`config.mk`:
```
export PLATFORM = sky130hd
export DESIGN_NAME = ms_counter_pool_top
export DESIGN_NICKNAME = d
export VERILOG_FILES = /design/src/hw/rtl/mcp_pkg.sv /design/src/hw/rtl/ms_counter_pool_top.sv
export SDC_FILE = /design/constraint.sdc
export NUM_CORES = 1
export LEC_CHECK = 0
export BUFFER_PORTS_ARGS = -buffer_cell sky130_fd_sc_hd__buf_2
export CAP_MARGIN = 30
export CORE_MARGIN = 1.5
export CORE_UTILIZATION = 40
export DETAILED_ROUTE_END_ITERATION = 7
export PLACE_DENSITY = 0.67
export SLEW_MARGIN = 20
export SYNTH_ARGS = -nofsm -noshare
export SYNTH_HDL_FRONTEND = slang
export SYNTH_SLANG_ARGS = --single-unit
export TNS_END_PERCENT = 20
```
`constraint.sdc`:
```
create_clock -name clk -period 9.4 [get_ports clk]
set_clock_uncertainty 0.1 [all_clocks]
set_input_delay 0.47 -clock clk [delete_from_list [all_inputs] [get_ports clk]]
set_output_delay 0.47 -clock clk [all_outputs]
set_load 0.01 [all_outputs]
```
`src/hw/rtl/mcp_pkg.sv`:
```
package mcp_pkg;

    localparam int unsigned COUNTERS_DEFAULT = 8;
    localparam int unsigned SLOT_LIMIT = 8;

    localparam int unsigned OP_W = 3;
    localparam int unsigned SLOT_W = 3;
    localparam int unsigned COUNT_W = 32;

    typedef logic [OP_W-1:0] op_t;
    typedef logic [SLOT_W-1:0] slot_t;
    typedef logic [COUNT_W-1:0] count_t;

    localparam op_t OP_TICK = 3'd0;
    localparam op_t OP_ALLOC = 3'd1;
    localparam op_t OP_RELEASE = 3'd2;
    localparam op_t OP_RESTART = 3'd3;
    localparam op_t OP_QUERY = 3'd4;

    localparam count_t COUNT_MAX = '1;

endpackage

```
`src/hw/rtl/ms_counter_pool_top.sv`:
```
// Tick: the result word is registered in the cycle after acceptance, and the walk over
// the count memory holds off the next word until all min(COUNTERS, 8) slots are done,
// one slot per cycle through the one read port and the one write port of the memory.
// Query: the memory read is registered, then the result in the query state. Other ops
// register theirs in the cycle after acceptance. Reset clears the in-use flags and the
// control state, not the count memory: an unused slot reads as zero by its in-use flag.
module ms_counter_pool_top #(
    parameter int unsigned COUNTERS = mcp_pkg::COUNTERS_DEFAULT
) (
    input  logic           clk,
    input  logic           rst_n,
    input  logic           item_valid,
    output logic           item_stall,
    input  mcp_pkg::op_t   op,
    input  mcp_pkg::slot_t slot,
    input  logic           handle_valid,
    input  mcp_pkg::count_t threshold,
    output logic           result_valid,
    input  logic           result_stall,
    output mcp_pkg::slot_t granted_slot,
    output logic           grant_ok,
    output logic           elapsed,
    output mcp_pkg::count_t count_value
);
    import mcp_pkg::*;

    localparam int unsigned USABLE = (COUNTERS < SLOT_LIMIT) ? COUNTERS : SLOT_LIMIT;
    localparam int unsigned IDX_W = (USABLE > 1) ? $clog2(USABLE) : 1;
    localparam logic [IDX_W-1:0] LAST_IDX = IDX_W'(USABLE - 1);

    typedef enum logic [1:0] {
        S_IDLE,
        S_TICK,
        S_QUERY
    } state_t;

    state_t state_reg, state_next;
    logic result_valid_reg, result_valid_next;
    slot_t granted_slot_reg, granted_slot_next;
    logic grant_ok_reg, grant_ok_next;
    logic elapsed_reg, elapsed_next;
    count_t count_value_reg, count_value_next;
    logic [USABLE-1:0] in_use_reg, in_use_next;
    logic [IDX_W-1:0] tick_idx_reg, tick_idx_next;
    count_t thr_reg, thr_next;
    logic q_addr_reg, q_addr_next;
    logic [IDX_W-1:0] q_idx_reg, q_idx_next;

    count_t count_mem [USABLE];
    count_t mem_rdata_reg;
    logic mem_we;
    logic mem_re;
    logic [IDX_W-1:0] mem_waddr;
    logic [IDX_W-1:0] mem_raddr;
    count_t mem_wdata;

    logic accept;
    logic addressed;
    logic [IDX_W-1:0] slot_idx;
    logic free_found;
    logic [IDX_W-1:0] free_idx;
    count_t q_count;

    assign item_stall = !(state_reg == S_IDLE && (!result_valid_reg || !result_stall));
    assign accept = item_valid && !item_stall;
    assign addressed = handle_valid && (32'(slot) < USABLE);
    assign slot_idx = slot[IDX_W-1:0];
    assign q_count = in_use_reg[q_idx_reg] ? mem_rdata_reg : '0;

    assign result_valid = result_valid_reg;
    assign granted_slot = granted_slot_reg;
    assign grant_ok = grant_ok_reg;
    assign elapsed = elapsed_reg;
    assign count_value = count_value_reg;

    always_comb
    begin
        free_found = 1'b0;
        free_idx = '0;
        for (int i = int'(USABLE) - 1; i >= 0; i--)
        begin
            if (!in_use_reg[i])
            begin
                free_found = 1'b1;
                free_idx = IDX_W'(i);
            end
        end
    end

    always_comb
    begin
        mem_we = 1'b0;
        mem_re = 1'b0;
        mem_waddr = '0;
        mem_raddr = '0;
        mem_wdata = '0;
        if (state_reg == S_TICK)
        begin
            mem_we = in_use_reg[tick_idx_reg] && (mem_rdata_reg != COUNT_MAX);
            mem_waddr = tick_idx_reg;
            mem_wdata = mem_rdata_reg + 1'b1;
            if (tick_idx_reg != LAST_IDX)
            begin
                mem_re = 1'b1;
                mem_raddr = tick_idx_reg + 1'b1;
            end
        end
        else if (accept)
        begin
            unique case (op)
                OP_TICK:
                begin
                    mem_re = 1'b1;
                end
                OP_ALLOC:
                begin
                    mem_we = free_found;
                    mem_waddr = free_idx;
                end
                OP_RESTART:
                begin
                    mem_we = addressed;
                    mem_waddr = slot_idx;
                end
                OP_QUERY:
                begin
                    mem_re = 1'b1;
                    mem_raddr = slot_idx;
                end
                default:
                begin
                end
            endcase
        end
    end

    always_ff @(posedge clk)
    begin
        if (mem_we)
        begin
            count_mem[mem_waddr] <= mem_wdata;
        end
        if (mem_re)
        begin
            mem_rdata_reg <= count_mem[mem_raddr];
        end
    end

    always_comb
    begin
        state_next = state_reg;
        result_valid_next = result_valid_reg;
        granted_slot_next = granted_slot_reg;
        grant_ok_next = grant_ok_reg;
        elapsed_next = elapsed_reg;
        count_value_next = count_value_reg;
        in_use_next = in_use_reg;
        tick_idx_next = tick_idx_reg;
        thr_next = thr_reg;
        q_addr_next = q_addr_reg;
        q_idx_next = q_idx_reg;
        if (result_valid_reg && !result_stall)
        begin
            result_valid_next = 1'b0;
        end
        unique case (state_reg)
            S_IDLE:
            begin
                if (accept)
                begin
                    result_valid_next = 1'b1;
                    granted_slot_next = '0;
                    grant_ok_next = 1'b0;
                    elapsed_next = 1'b0;
                    count_value_next = '0;
                    unique case (op)
                        OP_TICK:
                        begin
                            tick_idx_next = '0;
                            state_next = S_TICK;
                        end
                        OP_ALLOC:
                        begin
                            if (free_found)
                            begin
                                in_use_next[free_idx] = 1'b1;
                                granted_slot_next = SLOT_W'(free_idx);
                                grant_ok_next = 1'b1;
                            end
                        end
                        OP_RELEASE:
                        begin
                            if (addressed)
                            begin
                                in_use_next[slot_idx] = 1'b0;
                            end
                        end
                        OP_QUERY:
                        begin
                            result_valid_next = 1'b0;
                            thr_next = threshold;
                            q_addr_next = addressed;
                            q_idx_next = slot_idx;
                            state_next = S_QUERY;
                        end
                        default:
                        begin
                        end
                    endcase
                end
            end
            S_TICK:
            begin
                if (tick_idx_reg == LAST_IDX)
                begin
                    state_next = S_IDLE;
                end
                else
                begin
                    tick_idx_next = tick_idx_reg + 1'b1;
                end
            end
            S_QUERY:
            begin
                result_valid_next = 1'b1;
                elapsed_next = !q_addr_reg || (q_count >= thr_reg);
                count_value_next = q_addr_reg ? q_count : '0;
                state_next = S_IDLE;
            end
            default:
            begin
                state_next = S_IDLE;
            end
        endcase
    end

    always_ff @(posedge clk or negedge rst_n)
    begin
        if (!rst_n)
        begin
            state_reg <= S_IDLE;
            result_valid_reg <= 1'b0;
            granted_slot_reg <= '0;
            grant_ok_reg <= 1'b0;
            elapsed_reg <= 1'b0;
            count_value_reg <= '0;
            in_use_reg <= '0;
            tick_idx_reg <= '0;
            thr_reg <= '0;
            q_addr_reg <= 1'b0;
            q_idx_reg <= '0;
        end
        else
        begin
            state_reg <= state_next;
            result_valid_reg <= result_valid_next;
            granted_slot_reg <= granted_slot_next;
            grant_ok_reg <= grant_ok_next;
            elapsed_reg <= elapsed_next;
            count_value_reg <= count_value_next;
            in_use_reg <= in_use_next;
            tick_idx_reg <= tick_idx_next;
            thr_reg <= thr_next;
            q_addr_reg <= q_addr_next;
            q_idx_reg <= q_idx_next;
        end
    end

endmodule

```
==> run summary <==
final net count = 1,450
asr flop ratio synth = 23.2%
status = finished, final reports clean
full die area = 0.0416 mm^2
Initial Utilization = 40.6%
period utilization = 46.7%
unrepaired setup endpoints after global routing = no
worst hold path stage count = 3
Post-Route WL = 37.9 mm
Largest register FFs = 256
average size of a mapped cell = 12.5 um^2
first-pass GRT wire length = 58.7 mm
Synth Instances = 1,289
cts bufs inserted = 38
max_cap viols = 0
worst slack at placement = 4.93 ns
CORE AREA = 0.0397 mm^2
P&R area growth vs syn = 14.3%
fin cells = 1,926
layout cells sized above 1 = 13.9%
largest driver fanout on the critical path = 77
Worst EP arrival = 4.57 ns
register area share after synthesis = 67.1%
DP Cell Count = 1,855
pin count of the biggest net entering global routing = 78
Fillers = 3,539
ant diodes = 0
top_reg_cell synth = edfxtp_1
most frequent cells in the layout = 288 x edfxtp_1, 167 x nor2_1, 141 x nand2_1, 88 x o21ai_0, 87 x dfrtp_1
Startpoint Class = flop
Max-Slew Margin vs Limit = 34.1%
via count = 10,529
Sum Neg Setup Slack = 0 ns
Synth cell types = 60
Ys Warns = 0
placer congestion estimate = 0.840
flop-to-flop setup slack = 5.01 ns
R2R Path End = mem_rdata_reg[20]
Pre-Repair DR Iteration Count = 5
CTS tree = yes
# DRC = 0
Root Driver = clkbuf_16
clock sink count = 375
Die H = 204 um
Seq. cell area = 0.0108 mm^2
depth of the worst register-to-register path = 9
Chip Width = 204 um
f_max = 228 MHz
synthesized cell area = 0.0161 mm^2
area of the multi-input gates = 0.00490 mm^2
Leakage = 6.93 nW
synthesized flop and latch total = 375
Max clock buf depth = 3
PwrDens = 326 mW/mm^2
htree depth = 2
Post-Syn Nets = 1,367
Final Slew Violations = 0
Slew @ Worst Pin = 0.989 ns
Port-buffer cells = 81
initial antenna violation count = 1
Hold Crit Endpoint = thr_reg[15]
Avg Vias per Cell = 5.47
final hold viol count = 0
hold crit path type = input pin to flop
CTS clk-pin slew, worst paths = 0.06 ns
Post-DRT Antenna Nets = 0
Reg with most FFs = count_mem
commonest non-fill, non-tap cell in the layout = edfxtp_1
Post-synth EDFFs = 288
detailed placer's ending HPWL = 22.3 mm
worst r2r src = state_reg[1]
critical path type = flop to flop
gr usage total = 18.3%
final setup fails = 0
Peak supply drop = 198 uV
Boundary Pins = 82
crit end category = flop
required time of the worst setup path = 9.58 ns
Overflow after GRT = 0
Min Clock Period, post-route = 4.39 ns
1st-iter DRT viols = 1,125
hold wc startpoint = threshold[15]
Worst-Skew Late Latency = 0.52 ns
FP Rows = 73
Core Util, Final = 46.4%
DR WL/cell = 19.7 um
Worst Slack Setup Final = 5.01 ns
number of global-route vias before repair = 10,346
## kinds of logic (layout without fill, tap and decap cells)
family / after synthesis / in the layout / share of synthesized area, %
buf+inv: 109 / 221 / 3.19
mux: 36 / 36 / 2.54
simple gates: 460 / 460 / 13.2
compound gates: 251 / 251 / 10.0
fa+ha+maj: 35 / 35 / 2.71
xor+xnor: 23 / 23 / 1.25
flops: 375 / 375 / 67.1
## metal layers
layer  part of all wire (%)  global-route usage [%]  up-vias
li1                       -                       -     4869
met1                     43                    25.1     5206
met2                     47                    30.2      384
met3                    6.8                    2.73       70
met4                    2.4                    5.40        0
met5                      0                       0        -
## per-stage QoR
stage / power (W) / hold WS, ns / instance area [um^2]
after floorplan: 0.00388 / 0.0744 / 16100
after global placement: 0.00443 / 0.321 / 17100
after detailed placement: 0.00450 / 0.320 / 17200
after CTS: 0.00604 / 0.0421 / 18400
after global routing: 0.00637 / 0.0561 / 18400
final: 0.00601 / 0.0605 / 18400
## Yosys cell counts, types with 3 or more instances
master	n	area, um^2
and3_1	36	225
buf_4	3	22.5
or3_1	7	43.8
a211oi_1	4	30.0
o21bai_1	3	22.5
buf_6	6	67.6
a221oi_1	3	26.3
dfrtp_1	87	2180
o21ai_1	29	145
and2_1	4	25.0
nand3_1	16	80.1
a32oi_1	32	280
clkbuf_1	30	113
ha_1	35	438
edfxtp_1	288	8650
xor2_1	13	114
mux4_2	4	90.1
o31ai_1	6	45.0
mux2i_1	32	320
a22o_1	32	280
nor2_1	171	642
a21oi_1	25	125
buf_2	22	110
nand2b_1	6	37.5
nand2_1	141	529
xnor2_1	10	87.6
nor2b_1	29	181
o21ai_0	88	440
nand4_1	12	75.1
a31oi_1	7	43.8
nor4_1	10	62.6
inv_1	45	169
a21o_1	8	60.1
nor3_1	13	65.1
## worst max-delay path by stage
stage	start	to	slack, ns	cells past startpoint
floorplan	item_valid	count_mem[7][0]	3.88	5
global placement	op[1]	mem_rdata_reg[8]	5.07	10
detailed placement	op[1]	mem_rdata_reg[25]	4.93	10
CTS	state_reg[1]	mem_rdata_reg[20]	5.04	9
global route	state_reg[1]	mem_rdata_reg[20]	4.66	9
finish	state_reg[1]	mem_rdata_reg[20]	5.01	9
## what timing repair did
item                                   CTS  global route
endpoints found under the hold margin   28             0
setup endpoints to repair                0             0
hold buffers                             1             0
setup buffers                            0             0
gates resized for setup                  0             0
## cell type report
type | instances | share of cell area, %
well taps | 525 | 3.56
clock inverters | 21 | 1.26
repair buffers | 106 | 3.30
inverters | 46 | 0.936
multi-input cells | 805 | 26.6
clock buffers | 48 | 5.64
flip-flops and latches | 375 | 58.7
## critical path: stages, from the launching register on
cell and delay (ns):
dfrtp_1 0.51, nor4_1 0.31, nand4_1 0.40, inv_2 0.12, buf_4 0.53, a21o_4 0.66
buf_4 0.88, mux2i_1 0.32, a32oi_1 0.07, and3_1 0.21
## report_power, final
group / switching (W) / leakage (nW) / internal, W / total, W
Clock: 0.000612 / 0.622 / 0.000921 / 0.00153
Sequential: 0.000254 / 3.78 / 0.00229 / 0.00255
Combinational: 0.00126 / 2.52 / 0.000667 / 0.00193
Power figures use the tool's default switching activity.
